[config.mk]
export PLATFORM = sky130hd
export DESIGN_NAME = julian_date_to_calendar
export DESIGN_NICKNAME = d
export VERILOG_FILES = /design/src/sv/jdcal_pkg.sv /design/src/sv/julian_date_to_calendar.sv /design/src/sv/jdcal_ctrl.sv /design/src/sv/jdcal_date.sv /design/src/sv/jdcal_tod.sv
export SDC_FILE = /design/constraint.sdc
export NUM_CORES = 2
export LEC_CHECK = 0
export ABC_CLOCK_PERIOD_IN_PS = 20400
export BUFFER_PORTS_ARGS = -buffer_cell sky130_fd_sc_hd__buf_2
export CAP_MARGIN = 10
export CORE_MARGIN = 10
export CORE_UTILIZATION = 60
export DETAILED_ROUTE_END_ITERATION = 6
export PLACE_DENSITY = 0.88
export SYNTH_ARGS = -nofsm -noshare
export SYNTH_HDL_FRONTEND = slang
export SYNTH_SLANG_ARGS = --single-unit
export TNS_END_PERCENT = 50
[constraint.sdc]
create_clock -name clk -period 20.4 [get_ports clk]
set_input_delay 3.06 -clock clk [delete_from_list [all_inputs] [get_ports clk]]
set_output_delay 3.06 -clock clk [all_outputs]
set_load 0.02 [all_outputs]
[src/sv/jdcal_pkg.sv]
// jdcal_pkg: shared types, widths and constants for the julian date converter
// used by every module of the converter; depends on nothing
`default_nettype none

package jdcal_pkg;

    // field widths
    localparam int FRAC_W   = 32;
    localparam int WHOLE_W  = 31;
    localparam int YEAR_W   = 24;
    localparam int MONTH_W  = 4;
    localparam int DAY_W    = 5;
    localparam int HOUR_W   = 5;
    localparam int MINUTE_W = 6;
    localparam int SECOND_W = 6;

    // pipeline depth, one valid bit per stage
    localparam int NSTAGES = 9;

    // day number chain constants
    localparam longint unsigned L0_OFFSET    = 68569;
    localparam longint unsigned N_MUL        = 4;
    localparam longint unsigned N_DIV        = 146097;
    localparam longint unsigned I_MUL        = 4000;
    localparam longint unsigned I_DIV        = 1461001;
    localparam longint unsigned L2_MUL       = 1461;
    localparam longint unsigned L2_OFFSET    = 31;
    localparam longint unsigned J_MUL        = 80;
    localparam longint unsigned J_DIV        = 2447;
    localparam longint unsigned YEAR_SCALE   = 100;
    localparam longint unsigned CENTURY_BIAS = 49;
    localparam longint unsigned MONTH_WRAP   = 11;
    localparam longint unsigned MONTH_SPAN   = 12;
    localparam longint unsigned MONTH_BASE   = 2;

    // time of day scale factors
    localparam longint unsigned HOURS_PER_DAY   = 24;
    localparam longint unsigned SIXTY           = 60;

    // reciprocal estimates: q_est = floor(y * R / 2^S), R = floor(K * 2^S / D),
    // S no smaller than the width of y, so q_est is q or q - 1
    localparam int N_SHIFT = 32;
    localparam int I_SHIFT = 16;
    localparam int J_SHIFT = 9;
    localparam logic [16:0] N_RECIP = 17'((N_MUL << N_SHIFT) / N_DIV);
    localparam logic [7:0]  I_RECIP = 8'((I_MUL << I_SHIFT) / I_DIV);
    localparam logic [4:0]  J_RECIP = 5'((J_MUL << J_SHIFT) / J_DIV);

    // status codes
    localparam logic STATUS_OK      = 1'b0;
    localparam logic STATUS_TOO_BIG = 1'b1;

    typedef struct packed {
        logic [WHOLE_W-1:0] julian_whole;
        logic [FRAC_W-1:0]  julian_fraction;
    } jd_item_t;

    typedef struct packed {
        logic signed [YEAR_W-1:0] year;
        logic [MONTH_W-1:0]       month;
        logic [DAY_W-1:0]         day;
        logic [HOUR_W-1:0]        hour;
        logic [MINUTE_W-1:0]      minute;
        logic [SECOND_W-1:0]      second_whole;
        logic [FRAC_W-1:0]        second_fraction;
        logic                     status;
    } cal_item_t;

    // per-stage load enables from the pipeline control
    typedef struct packed {
        logic [NSTAGES-1:0] load;
    } stage_ctl_t;

    typedef struct packed {
        logic signed [YEAR_W-1:0] year;
        logic [MONTH_W-1:0]       month;
        logic [DAY_W-1:0]         day;
        logic                     err;
    } date_t;

    // rest holds the running remainder until the last split, then the
    // fraction of a second
    typedef struct packed {
        logic [HOUR_W-1:0]   hour;
        logic [MINUTE_W-1:0] minute;
        logic [SECOND_W-1:0] second_whole;
        logic [FRAC_W-1:0]   rest;
    } tod_t;

    // floor(2447 * j / 80): day offset of the start of month slot j
    function automatic logic [8:0] month_start(input logic [3:0] j);
        logic [8:0] r;
        case (j)
            4'd0:  r = 9'd0;
            4'd1:  r = 9'd30;
            4'd2:  r = 9'd61;
            4'd3:  r = 9'd91;
            4'd4:  r = 9'd122;
            4'd5:  r = 9'd152;
            4'd6:  r = 9'd183;
            4'd7:  r = 9'd214;
            4'd8:  r = 9'd244;
            4'd9:  r = 9'd275;
            4'd10: r = 9'd305;
            4'd11: r = 9'd336;
            4'd12: r = 9'd367;
            4'd13: r = 9'd397;
            4'd14: r = 9'd428;
            4'd15: r = 9'd458;
        endcase
        return r;
    endfunction

endpackage

`default_nettype wire

[src/sv/julian_date_to_calendar.sv]
// julian date to gregorian calendar date and time of day, nine-stage pipeline
// throughput: one item per cycle unless the output stalls; the nine stage registers with their valid bits set it
// a stalled output holds its item; empty stages keep filling behind it
// reset: rst_n clears all valid bits at once, no clearing pass; payload is not reset
// depends on jdcal_pkg, jdcal_ctrl, jdcal_date, jdcal_tod
`default_nettype none

module julian_date_to_calendar (
    input  wire logic                clk,
    input  wire logic                rst_n,
    input  wire logic                jd_valid,
    output logic                     jd_ready,
    input  wire jdcal_pkg::jd_item_t jd,
    output logic                     cal_valid,
    input  wire logic                cal_ready,
    output jdcal_pkg::cal_item_t     cal
);
    import jdcal_pkg::*;

    stage_ctl_t ctl;
    date_t      date;
    tod_t       tod;

    // stage valid bits and the stall chain; a stage loads a valid upstream item when it is empty
    // or its item moves on in the same cycle
    jdcal_ctrl u_ctrl (
        .clk       (clk),
        .rst_n     (rst_n),
        .jd_valid  (jd_valid),
        .jd_ready  (jd_ready),
        .cal_valid (cal_valid),
        .cal_ready (cal_ready),
        .ctl       (ctl)
    );

    // fliegel-van flandern chain: the divisions for n, i and j are each a reciprocal
    // estimate in one stage and a single-step correction in the next
    jdcal_date u_date (
        .clk  (clk),
        .ctl  (ctl),
        .jd   (jd),
        .date (date)
    );

    // exact truncating split of the day fraction, delayed to line up with the date
    jdcal_tod u_tod (
        .clk (clk),
        .ctl (ctl),
        .jd  (jd),
        .tod (tod)
    );

    // day number past the 31-bit limit: status set, every other field zero
    always_comb
    begin
        cal = '0;
        if (date.err)
        begin
            cal.status = STATUS_TOO_BIG;
        end
        else
        begin
            cal.year            = date.year;
            cal.month           = date.month;
            cal.day             = date.day;
            cal.hour            = tod.hour;
            cal.minute          = tod.minute;
            cal.second_whole    = tod.second_whole;
            cal.second_fraction = tod.rest;
            cal.status          = STATUS_OK;
        end
    end

`ifndef SYNTHESIS
    // a free output side never stalls the input
    assert property (@(posedge clk) disable iff (!rst_n)
        cal_ready |-> jd_ready)
        else $error("input stalled while output side is free");

    // a good result is a real calendar date and time of day
    assert property (@(posedge clk) disable iff (!rst_n)
        cal_valid && cal.status == STATUS_OK |->
            cal.month >= 4'd1 && cal.month <= 4'd12 && cal.day >= 5'd1
            && cal.hour <= 5'd23 && cal.minute <= 6'd59 && cal.second_whole <= 6'd59)
        else $error("calendar field out of range");

    // short months never run past their length
    assert property (@(posedge clk) disable iff (!rst_n)
        cal_valid && cal.status == STATUS_OK |->
            !(cal.month == 4'd2 && cal.day > 5'd29)
            && !((cal.month == 4'd4 || cal.month == 4'd6 || cal.month == 4'd9
                  || cal.month == 4'd11) && cal.day > 5'd30))
        else $error("day past end of month");
`endif

endmodule

`default_nettype wire

[src/sv/jdcal_ctrl.sv]
// jdcal_ctrl: valid bits and stall control for the nine converter stages
// depends on jdcal_pkg
`default_nettype none

module jdcal_ctrl (
    input  wire logic                    clk,
    input  wire logic                    rst_n,
    input  wire logic                    jd_valid,
    output logic                         jd_ready,
    output logic                         cal_valid,
    input  wire logic                    cal_ready,
    output jdcal_pkg::stage_ctl_t        ctl
);
    import jdcal_pkg::*;

    logic [NSTAGES-1:0] valid_reg;
    logic [NSTAGES-1:0] valid_next;
    logic [NSTAGES:0]   rdy;
    logic [NSTAGES-1:0] up_valid;

    // a stage can take an item when empty or when its item moves on
    always_comb
    begin
        rdy[NSTAGES] = cal_ready;
        for (int k = NSTAGES - 1; k >= 0; k--)
        begin
            rdy[k] = !valid_reg[k] || rdy[k+1];
        end
    end

    always_comb
    begin
        up_valid = {valid_reg[NSTAGES-2:0], jd_valid};
        for (int k = 0; k < NSTAGES; k++)
        begin
            valid_next[k] = rdy[k] ? up_valid[k] : valid_reg[k];
            ctl.load[k]   = rdy[k] && up_valid[k];
        end
    end

    always_ff @(posedge clk or negedge rst_n)
    begin
        if (!rst_n)
        begin
            valid_reg <= '0;
        end
        else
        begin
            valid_reg <= valid_next;
        end
    end

    assign jd_ready  = rdy[0];
    assign cal_valid = valid_reg[NSTAGES-1];

endmodule

`default_nettype wire

[src/sv/jdcal_date.sv]
// jdcal_date: day number to gregorian year, month and day, nine stages
// depends on jdcal_pkg; load enables come from jdcal_ctrl
`default_nettype none

module jdcal_date (
    input  wire logic                 clk,
    input  wire jdcal_pkg::stage_ctl_t ctl,
    input  wire jdcal_pkg::jd_item_t  jd,
    output jdcal_pkg::date_t          date
);
    import jdcal_pkg::*;

    // stage 0: half-day carry, range check, offset
    logic [WHOLE_W:0] dayno;
    logic [31:0]      s0_l0_reg;
    logic             s0_err_reg;

    // stage 1: estimate of n
    logic [48:0]      n_prod;
    logic [31:0]      s1_l0_reg;
    logic [16:0]      s1_nest_reg;
    logic             s1_err_reg;

    // stage 2: correct n, l1 from the remainder
    logic [33:0]      a0;
    logic [33:0]      a_fix;
    logic             n_ge;
    logic [16:0]      s2_n_reg;
    logic [15:0]      s2_l1_reg;
    logic             s2_err_reg;

    // stage 3: estimate of i, century part of the year
    logic [24:0]      i_prod;
    logic [15:0]      s3_l1_reg;
    logic [6:0]       s3_iest_reg;
    logic [YEAR_W-1:0] s3_y_reg;
    logic             s3_err_reg;

    // stage 4: correct i
    logic [16:0]      l1p1;
    logic [27:0]      i_rem;
    logic             i_ge;
    logic [15:0]      s4_l1_reg;
    logic [6:0]       s4_i_reg;
    logic [YEAR_W-1:0] s4_y_reg;
    logic             s4_err_reg;

    // stage 5: day of the march-based year
    logic [17:0]      l2_w;
    logic [8:0]       s5_l2_reg;
    logic [YEAR_W-1:0] s5_y_reg;
    logic             s5_err_reg;

    // stage 6: estimate of j
    logic [13:0]      j_prod;
    logic [8:0]       s6_l2_reg;
    logic [3:0]       s6_jest_reg;
    logic [YEAR_W-1:0] s6_y_reg;
    logic             s6_err_reg;

    // stage 7: correct j
    logic [15:0]      j_rem;
    logic             j_ge;
    logic [8:0]       s7_l2_reg;
    logic [3:0]       s7_j_reg;
    logic [YEAR_W-1:0] s7_y_reg;
    logic             s7_err_reg;

    // stage 8: day, month, year
    logic [8:0]       d_w;
    logic             wrap;
    date_t            date_next;
    date_t            date_reg;

    assign dayno = {1'b0, jd.julian_whole} + (WHOLE_W+1)'(jd.julian_fraction[FRAC_W-1]);

    always_ff @(posedge clk)
    begin
        if (ctl.load[0])
        begin
            s0_l0_reg  <= 32'(dayno) + 32'(L0_OFFSET);
            s0_err_reg <= dayno[WHOLE_W];
        end
    end

    assign n_prod = 49'(s0_l0_reg) * 49'(N_RECIP);

    always_ff @(posedge clk)
    begin
        if (ctl.load[1])
        begin
            s1_l0_reg   <= s0_l0_reg;
            s1_nest_reg <= n_prod[48:32];
            s1_err_reg  <= s0_err_reg;
        end
    end

    // remainder of 4 l0 by 146097; l1 is a quarter of it
    assign a0    = {s1_l0_reg, 2'b00} - 34'(34'(s1_nest_reg) * 34'(N_DIV));
    assign n_ge  = a0 >= 34'(N_DIV);
    assign a_fix = n_ge ? a0 - 34'(N_DIV) : a0;

    always_ff @(posedge clk)
    begin
        if (ctl.load[2])
        begin
            s2_n_reg   <= s1_nest_reg + 17'(n_ge);
            s2_l1_reg  <= a_fix[17:2];
            s2_err_reg <= s1_err_reg;
        end
    end

    assign i_prod = 25'(17'(s2_l1_reg) + 17'd1) * 25'(I_RECIP);

    always_ff @(posedge clk)
    begin
        if (ctl.load[3])
        begin
            s3_l1_reg   <= s2_l1_reg;
            s3_iest_reg <= i_prod[I_SHIFT+6:I_SHIFT];
            s3_y_reg    <= YEAR_W'(YEAR_W'(s2_n_reg) * YEAR_W'(YEAR_SCALE))
                           - YEAR_W'(YEAR_SCALE * CENTURY_BIAS);
            s3_err_reg  <= s2_err_reg;
        end
    end

    assign l1p1  = 17'(s3_l1_reg) + 17'd1;
    assign i_rem = 28'(28'(l1p1) * 28'(I_MUL)) - 28'(28'(s3_iest_reg) * 28'(I_DIV));
    assign i_ge  = i_rem >= 28'(I_DIV);

    always_ff @(posedge clk)
    begin
        if (ctl.load[4])
        begin
            s4_l1_reg  <= s3_l1_reg;
            s4_i_reg   <= s3_iest_reg + 7'(i_ge);
            s4_y_reg   <= s3_y_reg;
            s4_err_reg <= s3_err_reg;
        end
    end

    assign l2_w = 18'(s4_l1_reg) + 18'(L2_OFFSET)
                  - (18'(18'(s4_i_reg) * 18'(L2_MUL)) >> 2);

    always_ff @(posedge clk)
    begin
        if (ctl.load[5])
        begin
            s5_l2_reg  <= l2_w[8:0];
            s5_y_reg   <= s4_y_reg + YEAR_W'(s4_i_reg);
            s5_err_reg <= s4_err_reg;
        end
    end

    assign j_prod = 14'(s5_l2_reg) * 14'(J_RECIP);

    always_ff @(posedge clk)
    begin
        if (ctl.load[6])
        begin
            s6_l2_reg   <= s5_l2_reg;
            s6_jest_reg <= j_prod[J_SHIFT+3:J_SHIFT];
            s6_y_reg    <= s5_y_reg;
            s6_err_reg  <= s5_err_reg;
        end
    end

    assign j_rem = 16'(16'(s6_l2_reg) * 16'(J_MUL)) - 16'(16'(s6_jest_reg) * 16'(J_DIV));
    assign j_ge  = j_rem >= 16'(J_DIV);

    always_ff @(posedge clk)
    begin
        if (ctl.load[7])
        begin
            s7_l2_reg  <= s6_l2_reg;
            s7_j_reg   <= s6_jest_reg + 4'(j_ge);
            s7_y_reg   <= s6_y_reg;
            s7_err_reg <= s6_err_reg;
        end
    end

    // month slots 11 and up are january and february of the next year
    assign d_w  = s7_l2_reg - month_start(s7_j_reg);
    assign wrap = s7_j_reg >= 4'(MONTH_WRAP);

    always_comb
    begin
        date_next.year  = s7_y_reg + YEAR_W'(wrap);
        date_next.month = s7_j_reg + 4'(MONTH_BASE) - (wrap ? 4'(MONTH_SPAN) : 4'd0);
        date_next.day   = d_w[DAY_W-1:0];
        date_next.err   = s7_err_reg;
    end

    always_ff @(posedge clk)
    begin
        if (ctl.load[8])
        begin
            date_reg <= date_next;
        end
    end

    assign date = date_reg;

endmodule

`default_nettype wire

[src/sv/jdcal_tod.sv]
// jdcal_tod: split of the day fraction into hour, minute and seconds,
// three working stages then a delay line; depends on jdcal_pkg
`default_nettype none

module jdcal_tod (
    input  wire logic                  clk,
    input  wire jdcal_pkg::stage_ctl_t ctl,
    input  wire jdcal_pkg::jd_item_t   jd,
    output jdcal_pkg::tod_t            tod
);
    import jdcal_pkg::*;

    logic [FRAC_W-1:0]   frac;
    logic [FRAC_W+4:0]   hr_prod;
    logic [FRAC_W+5:0]   mn_prod;
    logic [FRAC_W+5:0]   sc_prod;
    tod_t                tod_next [NSTAGES];
    tod_t                tod_reg  [NSTAGES];

    // adding half a day flips the top fraction bit; the carry goes to the date
    assign frac    = {~jd.julian_fraction[FRAC_W-1], jd.julian_fraction[FRAC_W-2:0]};
    assign hr_prod = (FRAC_W+5)'(frac) * (FRAC_W+5)'(HOURS_PER_DAY);
    assign mn_prod = (FRAC_W+6)'(tod_reg[0].rest) * (FRAC_W+6)'(SIXTY);
    assign sc_prod = (FRAC_W+6)'(tod_reg[1].rest) * (FRAC_W+6)'(SIXTY);

    always_comb
    begin
        tod_next[0]              = '0;
        tod_next[0].hour         = hr_prod[FRAC_W+4:FRAC_W];
        tod_next[0].rest         = hr_prod[FRAC_W-1:0];

        tod_next[1]              = tod_reg[0];
        tod_next[1].minute       = mn_prod[FRAC_W+5:FRAC_W];
        tod_next[1].rest         = mn_prod[FRAC_W-1:0];

        tod_next[2]              = tod_reg[1];
        tod_next[2].second_whole = sc_prod[FRAC_W+5:FRAC_W];
        tod_next[2].rest         = sc_prod[FRAC_W-1:0];

        for (int k = 3; k < NSTAGES; k++)
        begin
            tod_next[k] = tod_reg[k-1];
        end
    end

    for (genvar k = 0; k < NSTAGES; k++)
    begin : g_stage
        always_ff @(posedge clk)
        begin
            if (ctl.load[k])
            begin
                tod_reg[k] <= tod_next[k];
            end
        end
    end

    assign tod = tod_reg[NSTAGES-1];

endmodule

`default_nettype wire
==> results.py <==
metrics = {
    "status": {
        "status": "finished, final reports clean",
    },
    "clock_tree": {
        "insertion_delay_ps": 670,
        "cts_sinks": 718,
        "postCtsSetupBuffers": 0,
        "hold_buffers": 0,
        "cts_buffers": 76,
        "cts_tree": "built",
        "clkSlewWorstSetupHoldPaths_ps": 60,
        "htree_num_levels": 3,
        "cts_max_path_buffers": 3,
        "root_buffer": "clkbuf_16",
        "cts_resized": 0,
    },
    "yosys": {
        "netlist_area_um2": 59370,
        "synthCells": 5007,
        "ys_warn_count": 0,
        "synth_edf_count": 704,
        "synth-seq-cells": 718,
        "synth_seq_area_share_pct": 36.16,
        "synth_cell_type_count": 88,
        "syn_area_per_cell_um2": 11.86,
        "ys_async_sr_fraction_pct": 1.253,
        "ys.flop_type": "edfxtp_1",
    },
    "critical_path": {
        "critPathArrivalTime_ps": 9960,
        "slowest_stage": "xnor2_1",
        "path_class": "reg -> reg",
        "critical-path-max-stage-delay_ps": 810,
        "crit_buf_inv": 3,
        "reg2reg_slack_ps": 10850,
        "r2r_end": "u_date.s4_i_reg[6]$_DFFE_PP_",
        "startpoint_type": "flip-flop",
        "r2r_cells": 31,
        "path_max_fanout": 6,
        "crit_required_ps": 20800,
        "crit_family": "adder cells",
        "end_kind": "flip-flop",
        "rr_startpoint": "u_date.s3_l1_reg[2]$_DFFE_PP_",
    },
    "timing": {
        "worst_pin_slew_ps": 1215,
        "period_share_pct": 46.83,
        "finalHoldViolCount": 0,
        "tns_ps": 0,
        "setup_viol": 0,
        "relSlewSlack_pct": 19.00,
        "max_freq_mhz": 104.7,
        "fin_crit_ps": 9552,
        "report.final.slew_viol_count": 0,
        "clock-skew-final_ps": 66.45,
        "rsz0062_at_grt": "no",
    },
    "finish": {
        "diodes": 0,
        "area_growth_pct": 8.253,
        "final_common_cell": "inv_1",
        "largest_reg_flops": 366,
        "final_nets": 6661,
        "mostFrequentLayoutCells": "891 x inv_1, 810 x ha_1, 704 x edfxtp_1",
        "layout-drive-gt1-share_pct": 6.099,
    },
    "min_path": {
        "worstHoldEndpoint": "u_date.s4_err_reg$_DFFE_PP_",
        "worstHoldStart": "u_date.s3_err_reg$_DFFE_PP_",
        "hp-class": "reg -> reg",
        "min_delay_path_depth": 0,
    },
    "place": {
        "gp_congestion": 0.8898,
        "portBuffers": 144,
        "dp_hpwl_mm": 92.53,
    },
    "global_route": {
        "grt_pass1_wl_mm": 198.1,
        "track_usage_pct": 21.52,
        "grt_overflow_total": 0,
        "grt_antenna_before_repair": 0,
        "first_global_vias": 39845,
        "grt_start_max_net_pins": 89,
    },
    "die": {
        "start_util_pct": 60.41,
        "core_area_um2": 98280,
        "die_x_um": 334.6,
        "pin_count": 152,
        "fp.dieH_um": 334.6,
        "die_area_um2": 111900,
        "num_rows": 115,
    },
    "drt": {
        "drcViolationCount": 0,
        "firstDrtPassIters": 6,
        "antenna_left": 0,
        "wl_per_cell_um": 18.21,
        "routed_wl_mm": 119.3,
        "vias": 37304,
        "drtIter0Drc": 2648,
        "viasPerCell": 5.695,
    },
    "run": {
        "drv_cap": 0,
    },
}
## stage by stage
stage                     instance area (um2)  hold WS, ps  util [%]  worst slack [ps]  instances
after global routing                    64270        399.8     65.40             10290       6550
after detailed placement                61650        404.5     62.73             10830       6410
after floorplan                         59390        400.3         -             11740       5013
final                                   64270        379.6     65.40             10850       6550
after CTS                               64270        382.0     65.40             10790       6550
after global placement                  61650        400.5     62.73             11000       6410
## layer usage
| layer | wire length [um] | vias up | global-route usage (%) |
|---|---|---|---|
| met5 | 0 | - | 0 |
| met4 | 3945 | 0 | 7.602 |
| met3 | 6113 | 315 | 3.149 |
| met2 | 61410 | 1165 | 38.32 |
| met1 | 47830 | 18371 | 26.48 |
| li1 | - | 17453 | - |
## cells in the mapped netlist, drive strengths merged, types with 9 or more instances
cell type,number,area (um2)
and3,47,294.0
nor2b,115,719.4
or2,14,87.58
a31oi,29,181.4
inv,892,3348
nor3,53,265.3
fa,583,11670
o21a,36,270.3
a21oi,201,1006
o21bai,24,180.2
nor2,176,660.6
dfrtp,9,225.2
o31ai,13,97.59
and2,19,118.9
a2111oi,9,85.08
nand2b,33,206.5
or3,19,118.9
a211oi,21,157.7
nand2,195,732.0
xnor2,274,2400
a31o,9,78.83
clkbuf,31,117.6
a21o,97,728.2
nand4,40,256.5
a211o,9,78.83
a21boi,13,101.4
nor3b,10,75.07
ha,810,10130
nand3,87,435.4
mux2i,11,110.1
o211ai,13,97.59
xor2,130,1139
o21ai,127,639.4
buf,14,88.83
edfxtp,704,21140
## logic make-up (layout without fill, tap and decap cells)
| family | count (synthesis) | in the layout | share of synthesized area (%) |
|---|---|---|---|
| compound gates | 695 | 695 | 7.707 |
| xor+xnor | 404 | 404 | 5.960 |
| fa+ha+maj | 1394 | 1394 | 36.75 |
| buf+inv | 937 | 1187 | 5.987 |
| flops | 718 | 718 | 36.16 |
| mux | 13 | 13 | 0.2424 |
| other cells | 1 | 7 | 0.006316 |
| simple gates | 845 | 845 | 7.195 |
## final cells by class
class / instances / area, um2
clock buffers: 95 / 2023
clock inverters: 45 / 593.1
fillers: 6707 / 34010
inverters: 892 / 3348
multi-input cells: 3358 / 34430
flip-flops and latches: 718 / 21470
well taps: 1287 / 1610
repair buffers: 155 / 803.3
## worst max-delay path by stage
stage                                   from  cells after the start                            to  slack (ps)
6_report       u_date.s3_l1_reg[2]$_DFFE_PP_                     31  u_date.s4_i_reg[6]$_DFFE_PP_       10850
5_1_grt        u_date.s3_l1_reg[2]$_DFFE_PP_                     32  u_date.s4_i_reg[6]$_DFFE_PP_       10290
4_1_cts        u_date.s3_l1_reg[2]$_DFFE_PP_                     31  u_date.s4_i_reg[6]$_DFFE_PP_       10790
3_5_place_dp   u_date.s3_l1_reg[2]$_DFFE_PP_                     31  u_date.s4_i_reg[6]$_DFFE_PP_       10830
3_3_place_gp   u_date.s3_l1_reg[2]$_DFFE_PP_                     31  u_date.s4_i_reg[6]$_DFFE_PP_       11000
2_1_floorplan  u_date.s3_l1_reg[1]$_DFFE_PP_                     33  u_date.s4_i_reg[6]$_DFFE_PP_       11740
Power is left out: the tool's default activity adds up to more than one toggle a clock period on the data nets, which glitch-free logic cannot reach.
